File: config.mk
export PLATFORM = sky130hd
export DESIGN_NAME = htt_front
export DESIGN_NICKNAME = d
export VERILOG_FILES = /design/src/hdl/hashed_trie_transition_table_core_macros.svh /design/src/hdl/htt_pkg.sv /design/src/hdl/htt_front.sv
export SDC_FILE = /design/constraint.sdc
export NUM_CORES = 1
export LEC_CHECK = 0
export ABC_AREA = 1
export BUFFER_PORTS_ARGS = -buffer_cell sky130_fd_sc_hd__buf_4
export CORE_AREA = 2 2 63 65
export DETAILED_ROUTE_END_ITERATION = 10
export DIE_AREA = 0 0 65 67
export GPL_ROUTABILITY_DRIVEN = 1
export GPL_TIMING_DRIVEN = 0
export MAX_ROUTING_LAYER = met4
export PLACE_DENSITY_LB_ADDON = 0.05
export RECOVER_POWER = 50
export SETUP_SLACK_MARGIN = 0.05
export SLEW_MARGIN = 15
export SYNTH_ARGS = -nofsm -noshare
export SYNTH_HDL_FRONTEND = slang
export SYNTH_SLANG_ARGS = --single-unit
File: constraint.sdc
create_clock -name vclk -period 2.2
set_input_delay 0.44 -clock vclk [all_inputs]
set_output_delay 0.44 -clock vclk [all_outputs]
set_load 0.01 [all_outputs]
File: src/hdl/hashed_trie_transition_table_core_macros.svh
// assertion macros used by the trie table back end
`ifndef HASHED_TRIE_TRANSITION_TABLE_CORE_MACROS_SVH
`define HASHED_TRIE_TRANSITION_TABLE_CORE_MACROS_SVH

// same-cycle implication, held off during reset
`define HTT_ASSERT_NOW(label, clk, rst_n, a, c) \
	label: assert property (@(posedge clk) disable iff (!rst_n) (a) |-> (c)) \
		else $error("trie table check failed");

// next-cycle implication, held off during reset
`define HTT_ASSERT_NEXT(label, clk, rst_n, a, c) \
	label: assert property (@(posedge clk) disable iff (!rst_n) (a) |=> (c)) \
		else $error("trie table check failed");

`endif

File: src/hdl/htt_pkg.sv
package htt_pkg;

	localparam int OP_W     = 3;
	localparam int LETTER_W = 8;
	localparam int NODE_W   = 10;
	localparam int WLEN_W   = 16;
	localparam int CNT_W    = 32;
	localparam int ST_W     = 3;
	localparam int CFG_W    = 11;
	localparam int NUSED_W  = 11;

	// operation codes
	localparam logic [OP_W-1:0] OP_INSERT = 3'd0;
	localparam logic [OP_W-1:0] OP_END    = 3'd1;
	localparam logic [OP_W-1:0] OP_LOOKUP = 3'd2;
	localparam logic [OP_W-1:0] OP_ADD    = 3'd3;
	localparam logic [OP_W-1:0] OP_READ   = 3'd4;
	localparam logic [OP_W-1:0] OP_FILL   = 3'd5;

	// status codes
	localparam logic [ST_W-1:0] ST_OK        = 3'd0;
	localparam logic [ST_W-1:0] ST_CAPACITY  = 3'd1;
	localparam logic [ST_W-1:0] ST_IGNORED   = 3'd2;
	localparam logic [ST_W-1:0] ST_NOT_FOUND = 3'd3;
	localparam logic [ST_W-1:0] ST_RANGE     = 3'd4;

	// classified command between front and back
	typedef struct packed {
		logic [OP_W-1:0]     op;
		logic                oor;
		logic [LETTER_W-1:0] letter;
		logic [NODE_W-1:0]   node;
		logic [WLEN_W-1:0]   wlen;
		logic [CNT_W-1:0]    amount;
	} cmd_t;

	typedef struct packed {
		logic push;
		cmd_t cmd;
	} push_t;

endpackage

File: src/hdl/htt_front.sv
module htt_front #(
	parameter int NODE_LIMIT = 1024
) (
	input  logic                              s_tvalid,
	output logic                              s_tready,
	input  logic [71:0]                       s_tdata,  // letter, node, word_length, amount
	input  logic [7:0]                        s_tuser,  // op
	input  logic [$clog2(NODE_LIMIT+1)-1:0]   m,
	input  logic                              can_take,
	output htt_pkg::push_t                    push
);

	htt_pkg::cmd_t cmd;

	always_comb begin
		cmd.op     = s_tuser[2:0];
		cmd.letter = s_tdata[7:0];
		cmd.node   = s_tdata[17:8];
		cmd.wlen   = s_tdata[33:18];
		cmd.amount = s_tdata[65:34];
		// node id beyond the capacity in use
		cmd.oor    = 32'(s_tdata[17:8]) >= 32'(m);
	end

	assign s_tready  = can_take;
	assign push.push = s_tvalid && can_take;
	assign push.cmd  = cmd;

endmodule

==> run_results.csv <==
group,metric,value,unit
run_status,outcome,"completed",
grt,grt_antenna_before_repair,0,
synth,synthCells,130,
layout,fin_area,0.001499,sq mm
floorplanning,die_w,65,um
layout,fillerInstances,421,
pwr,p_sw,114.0,uW
route,routed_wl,2303,um
worst_hold_path,hold_start,"s_tdata[28]",
cts,cts_resized,0,
synth,netlist_area,860.8,sq um
critical_path,crit_path_max_incr_delay,0.30,ns
pwr,p_sw_share,38.94,%
timing,min_period_over_period,83.84,%
timing,slew_viol_final,0,
cts,hold_buffers,0,
critical_path,critical-path-top-delay-family,"simple AND/OR/NAND/NOR gates",
layout,nets,330,
floorplanning,die_y,67,um
placed_design,placed_area,0.001634,sq mm
placed_design,dp_hpwl,2204,um
pwr,vdd_drop_max,0.09237,mV
timing,clock.fmax,542.2,MHz
critical_path,crit_type,"primary input to primary output",
synth,synth_cell_types,11,
pwr,power.leakage,0.9027,nW
synth,ys.warnings.count,0,
synth,synth_nets,233,
layout,syn2layout_area_growth,74.13,%
layout,seq_area,0,sq um
critical_path,crit_start,"s_tdata[17]",
floorplanning,initial_core_util,23.87,%
flow_run,drv_cap,0,
layout,num-clock-buffers,0,
critical_path,cpMaxStageDelayCell,"ha_1",
timing,fin_setup_tns,0,ns
critical_path,required,1.76,ns
grt,grt_pass1_vias,706,
pwr,power.internal,178.8,uW
route,num_vias,965,
pwr,power_frac_comb,100.0,%
layout,antenna_cells,0,
placed_design,io_buffers,95,
synth,synth_seq_area_share,0,%
grt,grt_pass1_wl,2835,um
floorplanning,rows,22,
grt,gr-total-overflow,0,
timing,finalHoldViolCount,0,
critical_path,worst_ep_arrival_time,1.40,ns
layout,drive_gt1_share,59.56,%
floorplanning,boundaryPins,165,
layout,seq_cells,0,
synth,synth_top_area_share,61.05,%
grt,grt_max_degree,4,
floorplanning,core_area,0.003606,sq mm
critical_path,start_kind,"primary input",
synth,synth.area.top_cells,"buf_4 61%, ha_1 15%, inv_1 7.8%",
timing,finalSetupViolations,0,
pwr,p_per_area,195.3,mW/mm^2
route,ant_nets,0,
timing,rsz0062_at_grt,"false",
critical_path,end_kind,"primary output",
route,drt_iter0_drc,6,
critical_path,crit_buf_inv,2,
cts,post-cts-setup-buffers,0,
timing,finalCriticalPeriod,1.844,ns
grt,grt_usage,7.908,%
pwr,seqPwrFrac,0,%
timing,worstMarginPinSlew,0.1715,ns
route,wl_per_cell,8.436,um
worst_hold_path,hold_class,"primary input to primary output",
timing,hold-worst-slack,1.057,ns
pwr,clkPwrFrac,0,%
placed_design,gp_congestion,0.6640,
floorplanning,design.die.area,0.004355,sq mm
critical_path,cp_max_fo,2,
route,drc,0,
critical_path,cp_cell_sequence,"buf_4, ha_1, nand2_2, nor2_2, nand2_1, a21oi_2, nor2_1, nand2_1, buf_4",
timing,maxSlewHeadroom,88.56,%
route,drt-pass1-iter-count,3,
route,via_per_inst,3.535,
synth,avgSynthCellArea,6.622,sq um
synth,synth_area_leader_cell,"buf_4",
==> cells in the mapped netlist <==
| master | number |
|---|---|
| buf_4 | 70 |
| inv_1 | 18 |
| nand2_1 | 18 |
| ha_1 | 10 |
| nor2_1 | 7 |
| nor2_2 | 2 |
| a21boi_2 | 1 |
| a21oi_1 | 1 |
| a21oi_2 | 1 |
| nand2_2 | 1 |
| nand3_1 | 1 |
==> path summary, 6_finish.rpt <==
check             depth (start not counted)  slack, ns  endpoint
setup / recovery                          9       0.36  push[66]
hold / removal                            2       1.06  push[42]
==> layer usage <==
metal / part of all wire [%] / vias up / wire (um) / global-route usage, %
met5: 0 / - / 0 / -
met4: 0 / 0 / 0 / 0
met3: 11 / 0 / 263 / 0.3378
met2: 57 / 64 / 1304 / 16.37
met1: 32 / 393 / 735 / 8.800
li1: - / 508 / - / -
==> power groups by stage <==
stage | combinational (mW) | clock, mW | sequential (mW)
after floorplan | 0.177 | 0 | 0
after global placement | 0.322 | 0 | 0
after detailed placement | 0.325 | 0 | 0
after CTS | 0.326 | 0 | 0
after global routing | 0.319 | 0 | 0
final | 0.293 | 0 | 0
==> area by class of cell <==
cell class	count	area (sq um)	share of cell area (%)
timing repair buffer	95	578.1	38.56
inverter	18	67.56	4.508
buffer	70	525.5	35.06
tap	48	60.06	4.007
multi-input combinational	42	267.8	17.86
==> kinds of logic after synthesis <==
logic type	count (synthesis)	synth area share (%)
buf+inv	88	68.89
simple gates	29	13.66
fa+ha+maj	10	14.53
compound gates	3	2.907
==> placed cells by master (no fill, tap or decap), drive strengths merged <==
cell type and count:
buf 129, nand3 1, a21boi 1, ha 10, a21oi 2, nand2 19
clkbuf 36, inv 18, nor2 9
==> metrics by stage <==
step / worst slack (ns) / instances / power, mW / utilization (%)
3_5_place_dp: 0.3343 / 273 / 0.3247 / 45.32
6_report: 0.3555 / 273 / 0.2927 / 41.57
3_3_place_gp: 0.3447 / 273 / 0.3220 / 45.32
4_1_cts: 0.3358 / 273 / 0.3255 / 45.32
2_1_floorplan: 0.5851 / 130 / 0.1767 / -
5_1_grt: 0.2409 / 273 / 0.3187 / 41.57
Note: power is estimated with default switching activity, not from simulation.
