--- config.mk ---
export PLATFORM = sky130hd
export DESIGN_NAME = htt_queue
export DESIGN_NICKNAME = d
export VERILOG_FILES = /design/src/hdl/hashed_trie_transition_table_core_macros.svh /design/src/hdl/htt_pkg.sv /design/src/hdl/htt_queue.sv
export SDC_FILE = /design/constraint.sdc
export NUM_CORES = 1
export LEC_CHECK = 0
export CAP_MARGIN = 30
export CORE_MARGIN = 1.5
export CORE_UTILIZATION = 60
export DETAILED_ROUTE_END_ITERATION = 6
export DONT_BUFFER_PORTS = 1
export PLACE_DENSITY_LB_ADDON = 0.2
export SYNTH_ARGS = -nofsm -noshare
export SYNTH_HDL_FRONTEND = slang
export SYNTH_SLANG_ARGS = --single-unit
--- constraint.sdc ---
create_clock -name clk -period 7.1 [get_ports clk]
set_clock_uncertainty 0.1 [all_clocks]
set_input_delay 0.71 -clock clk [delete_from_list [all_inputs] [get_ports clk]]
set_output_delay 0.71 -clock clk [all_outputs]
set_load 0.02 [all_outputs]
--- src/hdl/hashed_trie_transition_table_core_macros.svh ---
// assertion macros used by the trie table back end
`ifndef HASHED_TRIE_TRANSITION_TABLE_CORE_MACROS_SVH
`define HASHED_TRIE_TRANSITION_TABLE_CORE_MACROS_SVH

// same-cycle implication, held off during reset
`define HTT_ASSERT_NOW(label, clk, rst_n, a, c) \
	label: assert property (@(posedge clk) disable iff (!rst_n) (a) |-> (c)) \
		else $error("trie table check failed");

// next-cycle implication, held off during reset
`define HTT_ASSERT_NEXT(label, clk, rst_n, a, c) \
	label: assert property (@(posedge clk) disable iff (!rst_n) (a) |=> (c)) \
		else $error("trie table check failed");

`endif

--- src/hdl/htt_pkg.sv ---
package htt_pkg;

	localparam int OP_W     = 3;
	localparam int LETTER_W = 8;
	localparam int NODE_W   = 10;
	localparam int WLEN_W   = 16;
	localparam int CNT_W    = 32;
	localparam int ST_W     = 3;
	localparam int CFG_W    = 11;
	localparam int NUSED_W  = 11;

	// operation codes
	localparam logic [OP_W-1:0] OP_INSERT = 3'd0;
	localparam logic [OP_W-1:0] OP_END    = 3'd1;
	localparam logic [OP_W-1:0] OP_LOOKUP = 3'd2;
	localparam logic [OP_W-1:0] OP_ADD    = 3'd3;
	localparam logic [OP_W-1:0] OP_READ   = 3'd4;
	localparam logic [OP_W-1:0] OP_FILL   = 3'd5;

	// status codes
	localparam logic [ST_W-1:0] ST_OK        = 3'd0;
	localparam logic [ST_W-1:0] ST_CAPACITY  = 3'd1;
	localparam logic [ST_W-1:0] ST_IGNORED   = 3'd2;
	localparam logic [ST_W-1:0] ST_NOT_FOUND = 3'd3;
	localparam logic [ST_W-1:0] ST_RANGE     = 3'd4;

	// classified command between front and back
	typedef struct packed {
		logic [OP_W-1:0]     op;
		logic                oor;
		logic [LETTER_W-1:0] letter;
		logic [NODE_W-1:0]   node;
		logic [WLEN_W-1:0]   wlen;
		logic [CNT_W-1:0]    amount;
	} cmd_t;

	typedef struct packed {
		logic push;
		cmd_t cmd;
	} push_t;

endpackage

--- src/hdl/htt_queue.sv ---
module htt_queue (
	input  logic           clk,
	input  logic           arst_n,
	input  htt_pkg::push_t push,
	output logic           full,
	output logic           valid,
	output htt_pkg::cmd_t  head,
	input  logic           pop
);

	htt_pkg::cmd_t slot_q [2];
	logic          wr_q;
	logic          rd_q;
	logic [1:0]    fill_q;

	assign full  = fill_q == 2'd2;
	assign valid = fill_q != 2'd0;
	assign head  = slot_q[rd_q];

	always_ff @(posedge clk) begin
		if (push.push) begin
			slot_q[wr_q] <= push.cmd;
		end
	end

	always_ff @(posedge clk or negedge arst_n) begin
		if (!arst_n) begin
			wr_q   <= 1'b0;
			rd_q   <= 1'b0;
			fill_q <= 2'd0;
		end else begin
			if (push.push) begin
				wr_q <= !wr_q;
			end
			if (pop) begin
				rd_q <= !rd_q;
			end
			if (push.push && !pop) begin
				fill_q <= fill_q + 2'd1;
			end else if (pop && !push.push) begin
				fill_q <= fill_q - 2'd1;
			end
		end
	end

endmodule

==> flow_summary.json, run 1 <==
{
  "dp.cells": 340,
  "yosys_register_bits": 144,
  "drc": 0,
  "cts_resized": 0,
  "power_switching_mw": 0.877,
  "drtIter0Drc": 101,
  "grt_pass1_wl_um": 11800,
  "required_ps": 6290,
  "fin_setup_tns_ps": 0,
  "outcome": "finished clean",
  "p_per_area_nw_per_um2": 461,
  "p_sw_frac": 0.305,
  "ys_warn_count": 0,
  "first_pass_iters": 5,
  "htree_levels": 4,
  "slew-limit-headroom": 0.370,
  "synth.distinct_cells": 14,
  "fp.coreArea_um2": 9150,
  "nets": 324,
  "vias": 2124,
  "fillers": 567,
  "r2r_slack_ps": 5290,
  "grt_max_degree": 71,
  "synthesis.nets": 309,
  "rsz0062_at_grt": "no",
  "grt_util_all_layers": 0.166,
  "finalCritPeriodShare": 0.463,
  "synth_area_um2": 5590,
  "postSynthAreaPerCell_um2": 23.9,
  "hp-class": "in -> reg",
  "ir_drop_uv": 326,
  "critPathCaptureType": "output port",
  "die_h_um": 99.5,
  "path_clk_slew_ps": 60,
  "area_delta_synth_final_pct": 11.5,
  "crit_arrival_ps": 2480,
  "final_max_slew_viol_count": 0,
  "die_w_um": 99.5,
  "finalNonFillerCells": 373,
  "antenna_found_initial": 0,
  "avgViaCountPerCell": 5.69,
  "multi_input_area_um2": 1140,
  "pwr-share-clk": 0.304,
  "comb_power_share": 0.268,
  "leakage_nw": 2.29,
  "grt-ovfl-total": 0,
  "ant_nets": 0,
  "setup_violations": 0,
  "clkLatencyLatePin_ps": 500,
  "clockBufferDepth": 2,
  "hold_violations": 0,
  "maxCapViolations": 0,
  "finalWeightedCongestion": 0.697,
  "cts_buffers": 17,
  "diodes": 0,
  "io_pins": 146,
  "root_buffer": "clkbuf_8",
  "worstSetupPathType": "reg -> out",
  "layout_min_cycle_time_ps": 3290,
  "power_frac_seq": 0.428,
  "path_max_fanout": 36,
  "cts_tree": "built",
  "synthCells": 234,
  "ys_seq_area_frac": 0.770,
  "std_cell_rows": 35,
  "cp-start-kind": "register",
  "fmax_ghz": 0.304,
  "routed_wl_um": 7950,
  "intPower_mw": 2.00,
  "drive_gt1_frac": 0.408,
  "routedWlPerCell_um": 21.3,
  "start_util": 0.611,
  "clock_sinks": 144,
  "io_buffers": 0,
  "dpl.hpwl_um": 5010,
  "grt_pass1_vias": 2230,
  "cts_setup_buffers": 0,
  "seqCellArea_um2": 4310,
  "tightest_slew_ps": 945,
  "dieArea_um2": 9910
}
-- sequential cells by signal (all words and copies together) (netlist names) --
register  count
slot_q      140
fill_q        2
wr_q          1
rd_q          1
-- metal layers --
layer	routed length [um]	GRT usage	vias up
met5	0	0	-
met1	2900	0.178	1061
met3	856	0.0892	14
li1	-	-	949
met4	196	0.0964	0
met2	3990	0.260	100
-- Yosys cell counts, drive strengths merged --
| library cell | instances | share of area |
|---|---|---|
| xor2 | 4 | 0.0063 |
| or2 | 1 | 0.0011 |
| xnor2 | 1 | 0.0016 |
| edfxtp | 140 | 0.75 |
| buf | 8 | 0.027 |
| inv | 1 | 0.00067 |
| and2 | 1 | 0.0011 |
| dfrtp | 4 | 0.018 |
| nor2b | 2 | 0.0022 |
| mux2 | 70 | 0.19 |
| ha | 1 | 0.0022 |
| nor2 | 1 | 0.00067 |
-- critical path, cell delays in order, from the launching register on --
cell	delay, ps
dfrtp_4	850
buf_4	650
mux2_4	400
-- power by group through the flow --
stage / Clock, mW / Combinational [mW] / Sequential [mW]
2_1_floorplan: 0 / 0.819 / 1.19
3_3_place_gp: 0 / 0.771 / 1.24
3_5_place_dp: 0 / 0.781 / 1.25
4_1_cts: 0.890 / 0.784 / 1.23
5_1_grt: 0.920 / 0.811 / 1.25
6_report: 0.874 / 0.771 / 1.23
-- logic make-up (layout without fill, tap and decap cells) --
logic type,count (synthesis),count (layout),share of synthesized area
and+or+nand+nor,5,5,0.00515
buffers and inverters,9,37,0.0277
adders and majority gates,1,1,0.00224
muxes,70,70,0.187
xor gates and xnor gates,5,5,0.00783
DFF,144,144,0.770
-- per-stage QoR --
stage	utilization	instance area, um2	hold WS [ps]	power [mW]	setup WS, ps
floorplan	-	5590	314	2.01	2710
global placement	0.613	5610	315	2.01	4350
detailed placement	0.615	5630	315	2.03	4320
CTS	0.681	6240	163	2.91	3780
global route	0.681	6240	161	2.98	3720
finish	0.681	6240	188	2.88	3810
-- timing repair --
| item | in CTS | in global routing |
|---|---|---|
| endpoints found under the hold margin | 4 | 0 |
| endpoints found under the setup margin | 0 | 0 |
| hold buffers | 1 | 0 |
-- placed cells by master (no fill, tap or decap) --
| master | netlist | layout |
|---|---|---|
| bufinv_16 | 0 | 3 |
| and2_4 | 0 | 1 |
| clkinv_1 | 0 | 2 |
| dlygate4sd3_1 | 0 | 1 |
| nor2b_1 | 2 | 1 |
| inv_6 | 0 | 3 |
| xor2_1 | 4 | 4 |
| ha_1 | 1 | 1 |
| or2_2 | 1 | 1 |
| xnor2_1 | 1 | 1 |
| clkbuf_8 | 0 | 1 |
| clkbuf_16 | 0 | 16 |
| inv_1 | 1 | 1 |
| nor2_1 | 1 | 1 |
| nor2b_4 | 0 | 1 |
| dfrtp_4 | 0 | 1 |
| clkinv_4 | 0 | 3 |
| edfxtp_1 | 140 | 140 |
| clkinvlp_4 | 0 | 3 |
| inv_8 | 0 | 1 |
| mux2_2 | 1 | 1 |
| dfrtp_1 | 4 | 3 |
| buf_4 | 0 | 2 |
| mux2_4 | 69 | 69 |
| buf_12 | 7 | 1 |
-- cell type report --
class / instances / area share
multi-input cells: 81 / 0.183
well taps: 111 / 0.0223
inverters: 1 / 0.000602
clock inverters: 15 / 0.0295
flip-flops and latches: 144 / 0.691
repair buffers: 4 / 0.00722
clock buffers: 17 / 0.0664
-- path summary, 6_finish.rpt --
check | startpoint | end | cells past startpoint
max | rd_q | head[37] | 2
min in group asynchronous | arst_n | fill_q[1] | 1
min reg2reg | fill_q[1] | fill_q[1] | 1
min | pop | rd_q | 1
max reg2reg | wr_q | slot_q[0][59] | 3
max in group asynchronous | arst_n | rd_q | 1
Power figures use the tool's default switching activity.
==> inputs of run 2 (changes only) <==
--- a/config.mk
+++ b/config.mk
@@ -7,7 +7,7 @@
 export LEC_CHECK = 0
 export CAP_MARGIN = 30
 export CORE_MARGIN = 1.5
-export CORE_UTILIZATION = 60
+export CORE_UTILIZATION = 56
 export DETAILED_ROUTE_END_ITERATION = 6
 export DONT_BUFFER_PORTS = 1
 export PLACE_DENSITY_LB_ADDON = 0.2
==> constraint.sdc (replaced) <==
create_clock -name clk -period 2.9 [get_ports clk]
set_clock_uncertainty 0.1 [all_clocks]
set_input_delay 0.29 -clock clk [delete_from_list [all_inputs] [get_ports clk]]
set_output_delay 0.29 -clock clk [all_outputs]
set_load 0.02 [all_outputs]
==> run 2 against run 1 <==
  * Core utilization up 3.9 points
  * Sequential cell count is the same
  * Global-route usage grew 0.16 points
  * Die area grew 6.9%
  * Count of clock-buffer cells in the layout grew 1
  * Setup slack worse by 3300 ps
  * Critical path depth is the same
  * Via count is 13% higher
  * Register-to-register slack lost 4000 ps
  * Wire length is 9.1% higher
  * Largest power group unchanged
==> flow_summary.json, run 2 (synthesized netlist as in run 1, its figures left out) <==
{
  "outcome": "finished clean",
  "hold_violations": 0,
  "regMostFlops": "slot_q",
  "area_delta_synth_final_pct": 25.4,
  "fmax_ghz": 0.420,
  "final_cell_mix": "140 x edfxtp_1, 74 x dlygate4sd3_1, 69 x mux2_4",
  "reg.largest.list": "slot_q: 140 flops, fill_q: 2 flops",
  "drtIter0Drc": 100,
  "path_clk_slew_ps": 60,
  "clock_sinks": 144,
  "fin_setup_tns_ps": 0,
  "finalCritPeriodShare": 0.821,
  "r2r_start": "wr_q",
  "die_w_um": 103,
  "std_cell_rows": 36,
  "htree_levels": 4,
  "rr_worst_depth": 2,
  "final_max_slew_viol_count": 0,
  "fp.coreArea_um2": 9730,
  "clockBufferDepth": 2,
  "cts_resized": 0,
  "crit_arrival_ps": 1990,
  "vias": 2394,
  "cts_tree": "built",
  "tightest_slew_ps": 516,
  "die_h_um": 103,
  "power_switching_mw": 2.13,
  "largest_reg_flops": 140,
  "pwr-share-clk": 0.297,
  "path_max_fanout": 36,
  "cp-start-kind": "register",
  "io_buffers": 0,
  "ant_nets": 0,
  "worstSetupPathType": "reg -> out",
  "grt-ovfl-total": 0,
  "final_core_util": 0.721,
  "first_pass_iters": 4,
  "routedWlPerCell_um": 18.5,
  "start_util": 0.575,
  "drive_gt1_frac": 0.322,
  "drc": 0,
  "rsz0062_at_grt": "no",
  "final_common_cell": "edfxtp_1",
  "clkLatencyLatePin_ps": 510,
  "root_buffer": "clkbuf_8",
  "nets": 399,
  "diodes": 0,
  "worstHoldStart": "push[70]",
  "hold_end": "slot_q[1][53]",
  "ir_drop_uv": 581,
  "intPower_mw": 5.04,
  "p_per_area_nw_per_um2": 1020,
  "layout_min_cycle_time_ps": 2380,
  "power_frac_seq": 0.415,
  "comb_power_share": 0.288,
  "dieArea_um2": 10600,
  "cts_buffers": 17,
  "grt_pass1_wl_um": 12300,
  "grt_max_degree": 37,
  "p_sw_frac": 0.297,
  "dpl.hpwl_um": 4950,
  "antenna_found_initial": 0,
  "r2r-end": "slot_q[1][33]",
  "hp-class": "in -> reg",
  "hold_depth": 1,
  "slew-limit-headroom": 0.656,
  "maxCapViolations": 0,
  "grt_pass1_vias": 2533,
  "critPathCaptureType": "output port",
  "finalWeightedCongestion": 0.665,
  "routed_wl_um": 8680,
  "required_ps": 2510,
  "io_pins": 146,
  "avgViaCountPerCell": 5.12,
  "r2r_slack_ps": 1250,
  "grt_util_all_layers": 0.167,
  "leakage_nw": 2.61,
  "setup_violations": 0
}
run 2: final cells by class:
class / count / area (um2)
Fill cell: 628 / 2720
Timing Repair Buffer: 79 / 803
Multi-Input combinational cell: 81 / 1140
Clock inverter: 12 / 169
Inverter: 1 / 3.75
Tap cell: 133 / 166
Clock buffer: 18 / 418
Sequential cell: 144 / 4310
run 2: worst max-delay path by stage:
stage | start | end | slack (ps) | depth (start not counted)
after floorplan | wr_q | slot_q[0][0] | 140 | 1
after global placement | rd_q | head[31] | 1050 | 2
after detailed placement | rd_q | head[31] | 1040 | 2
after CTS | rd_q | head[31] | 480 | 2
after global routing | rd_q | head[3] | 430 | 2
final | rd_q | head[51] | 520 | 2
run 2: timing repair:
item / 4_1_cts / 5_1_grt
hold buffers: 74 / 0
endpoints found under the hold margin: 147 / 0
buffers inserted: 0 / 0
run 2: power by group through the flow:
stage | Clock, mW | Sequential (mW) | Combinational, mW
2_1_floorplan | 0 | 2.91 | 2.01
3_3_place_gp | 0 | 3.00 | 1.98
3_5_place_dp | 0 | 3.02 | 1.99
4_1_cts | 2.17 | 2.98 | 2.10
5_1_grt | 2.26 | 3.01 | 2.17
6_report | 2.13 | 2.97 | 2.07
run 2: per-stage QoR:
| step | hold WS [ps] | std cells | setup WS [ps] | total power [mW] | area (um2) |
|---|---|---|---|---|---|
| CTS | 195 | 468 | 478 | 7.25 | 7010 |
| floorplan | -106 | 234 | 140 | 4.92 | 5590 |
| finish | 209 | 468 | 518 | 7.17 | 7010 |
| global placement | -105 | 364 | 1050 | 4.98 | 5680 |
| global route | 208 | 468 | 431 | 7.44 | 7010 |
| detailed placement | -105 | 364 | 1040 | 5.01 | 5680 |
run 2: critical path, cell delays in order (launching register included):
cell and delay, ps:
dfrtp_4 720, buf_12 320, mux2_4 380
run 2: routing by layer:
| layer | vias up | part of all wire | wire, um | track usage |
|---|---|---|---|---|
| li1 | 1102 | - | - | - |
| met1 | 1188 | 0.37 | 3240 | 0.175 |
| met2 | 98 | 0.53 | 4600 | 0.281 |
| met3 | 6 | 0.089 | 769 | 0.0861 |
| met4 | 0 | 0.0083 | 72 | 0.0780 |
| met5 | - | 0 | 0 | 0 |
==> inputs of run 3 (changes only) <==
--- a/config.mk
+++ b/config.mk
@@ -7,7 +7,7 @@
 export LEC_CHECK = 0
 export CAP_MARGIN = 30
 export CORE_MARGIN = 1.5
-export CORE_UTILIZATION = 56
+export CORE_UTILIZATION = 60
 export DETAILED_ROUTE_END_ITERATION = 6
 export DONT_BUFFER_PORTS = 1
 export PLACE_DENSITY_LB_ADDON = 0.2
==> constraint.sdc (replaced) <==
create_clock -name clk -period 2.3 [get_ports clk]
set_clock_uncertainty 0.1 [all_clocks]
set_input_delay 0.23 -clock clk [delete_from_list [all_inputs] [get_ports clk]]
set_output_delay 0.23 -clock clk [all_outputs]
set_load 0.02 [all_outputs]
==> run 3 against run 2 <==
  * Die area shrank 6.5%
  * Sequential cell count did not move
  * Largest cell class unchanged
  * Critical path depth is the same
  * Setup slack got worse by 350 ps
  * Count of clock-buffer cells in the layout stayed put
  * Sequential share of layout area fell by 0.11 points
  * Non-clock buffer count grew 1
  * Critical endpoint is now head[56]
  * Combinational power up 30%
  * Wire length increased by 4.2%
  * Worst hold slack worse by 160 ps
==> flow_summary.json, run 3 (synthesized netlist as in run 1, its figures left out) <==
{
  "htree_levels": 4,
  "nets": 400,
  "std_cell_rows": 35,
  "ant_nets": 0,
  "cts_tree": "built",
  "drtIter0Drc": 112,
  "hold_violations": 0,
  "diodes": 0,
  "cts_resized": 0,
  "tightest_slew_ps": 516,
  "start_util": 0.611,
  "required_ps": 1970,
  "rr_worst_depth": 2,
  "first_pass_iters": 4,
  "ir_drop_uv": 847,
  "grt_pass1_wl_um": 13600,
  "p_per_area_nw_per_um2": 1310,
  "r2r_start": "wr_q",
  "dpl.hpwl_um": 5250,
  "fin_setup_tns_ps": 0,
  "clkLatencyLatePin_ps": 510,
  "use_met2": 0.329,
  "antenna_found_initial": 0,
  "die_w_um": 99.5,
  "die_h_um": 99.5,
  "r2r-end": "slot_q[1][23]",
  "fmax_ghz": 0.469,
  "setup_violations": 0,
  "hold_buffers": 74,
  "drc": 0,
  "clockBufferDepth": 2,
  "gr-max-usage-layer": "met2",
  "outcome": "finished clean",
  "grt_util_all_layers": 0.191,
  "routed_wl_um": 9040,
  "path_max_fanout": 32,
  "io_buffers": 0,
  "regMostFlops": "slot_q",
  "hold_depth": 1,
  "vias": 2417,
  "layout_min_cycle_time_ps": 2130,
  "r2r_slack_ps": 760,
  "dieArea_um2": 9910,
  "reg.largest.list": "slot_q: 140 flops, fill_q: 2 flops",
  "maxCapViolations": 0,
  "clock_sinks": 144,
  "final_cell_mix": "140 x edfxtp_1, 74 x dlygate4sd3_1, 69 x mux2_4",
  "path_clk_slew_ps": 60,
  "finalNonFillerCells": 448,
  "worstHoldStart": "push[70]",
  "drive_gt1_frac": 0.326,
  "routedWlPerCell_um": 20.2,
  "final_max_slew_viol_count": 0,
  "dp.cells": 343,
  "grt_util_met3": 0.0907,
  "area_delta_synth_final_pct": 25.6,
  "use_met1": 0.195,
  "final_core_util": 0.767,
  "cp-start-kind": "register",
  "crit_arrival_ps": 1800,
  "grt-ovfl-total": 0,
  "avgViaCountPerCell": 5.40,
  "hp-class": "in -> reg",
  "fp.coreArea_um2": 9150,
  "critPathCaptureType": "output port",
  "hold_end": "slot_q[1][18]",
  "finalCritPeriodShare": 0.926,
  "leakage_nw": 2.63,
  "root_buffer": "clkbuf_8",
  "rsz0062_at_grt": "no",
  "slew-limit-headroom": 0.656,
  "cts_setup_buffers": 0,
  "cts_buffers": 17,
  "grt_max_degree": 39,
  "largest_reg_flops": 140,
  "worstSetupPathType": "reg -> out",
  "fillers": 488,
  "final_common_cell": "edfxtp_1",
  "grt_pass1_vias": 2620,
  "finalWeightedCongestion": 0.660,
  "io_pins": 146
}
-- run 3: cell types whose count changed in the layout (fill, tap and decap cells not counted) --
| cell | delta |
|---|---|
| buf_12 | +1 |
| clkinv_4 | +3 |
| inv_6 | +1 |
| clkinv_2 | -3 |
-- run 3: worst max-delay path: stages, from the launching register on --
cell and delay [ps]:
dfrtp_4 600, buf_12 300, mux2_4 380
-- run 3: layout make-up --
cell class                 count  area [um2]  share of cell area
clock buffer                  18         418              0.0595
clock inverter                13         189              0.0269
inverter                       1        3.75            0.000534
multi-input combinational     81        1140               0.163
sequential                   144        4310               0.613
tap                          111         139              0.0198
timing repair buffer          80         823               0.117
-- run 3: worst max-delay path by stage --
stage               startpoint            to  cells after the start
floorplan                 wr_q  slot_q[0][0]                      1
detailed placement        rd_q      head[27]                      2
CTS                       rd_q      head[27]                      2
global placement          rd_q      head[29]                      2
finish                    rd_q      head[56]                      2
global route              rd_q      head[30]                      2
-- run 3: power breakdown --
part | total (mW) | internal, mW | switching [mW]
logic | 2.69 | 1.15 | 1.54
clock network | 2.77 | 1.76 | 1.01
registers | 3.71 | 3.49 | 0.215
total | 9.17 | 6.40 | 2.76
-- run 3: through the flow --
step / hold WS, ps / cell area (um2) / setup WS, ps / power, mW
CTS: 37.6 / 7020 / 137 / 9.24
floorplan: -166 / 5600 / 314 / 6.19
global route: 39.4 / 7020 / 94.4 / 9.50
global placement: -165 / 5680 / 692 / 6.32
detailed placement: -165 / 5680 / 686 / 6.35
finish: 47.9 / 7020 / 170 / 9.17
-- run 3: per-layer routing --
| metal | up-vias | wire, um |
|---|---|---|
| met3 | 20 | 702 |
| met1 | 1195 | 3180 |
| met5 | - | 0 |
| met2 | 96 | 4910 |
| met4 | 0 | 251 |
| li1 | 1106 | - |
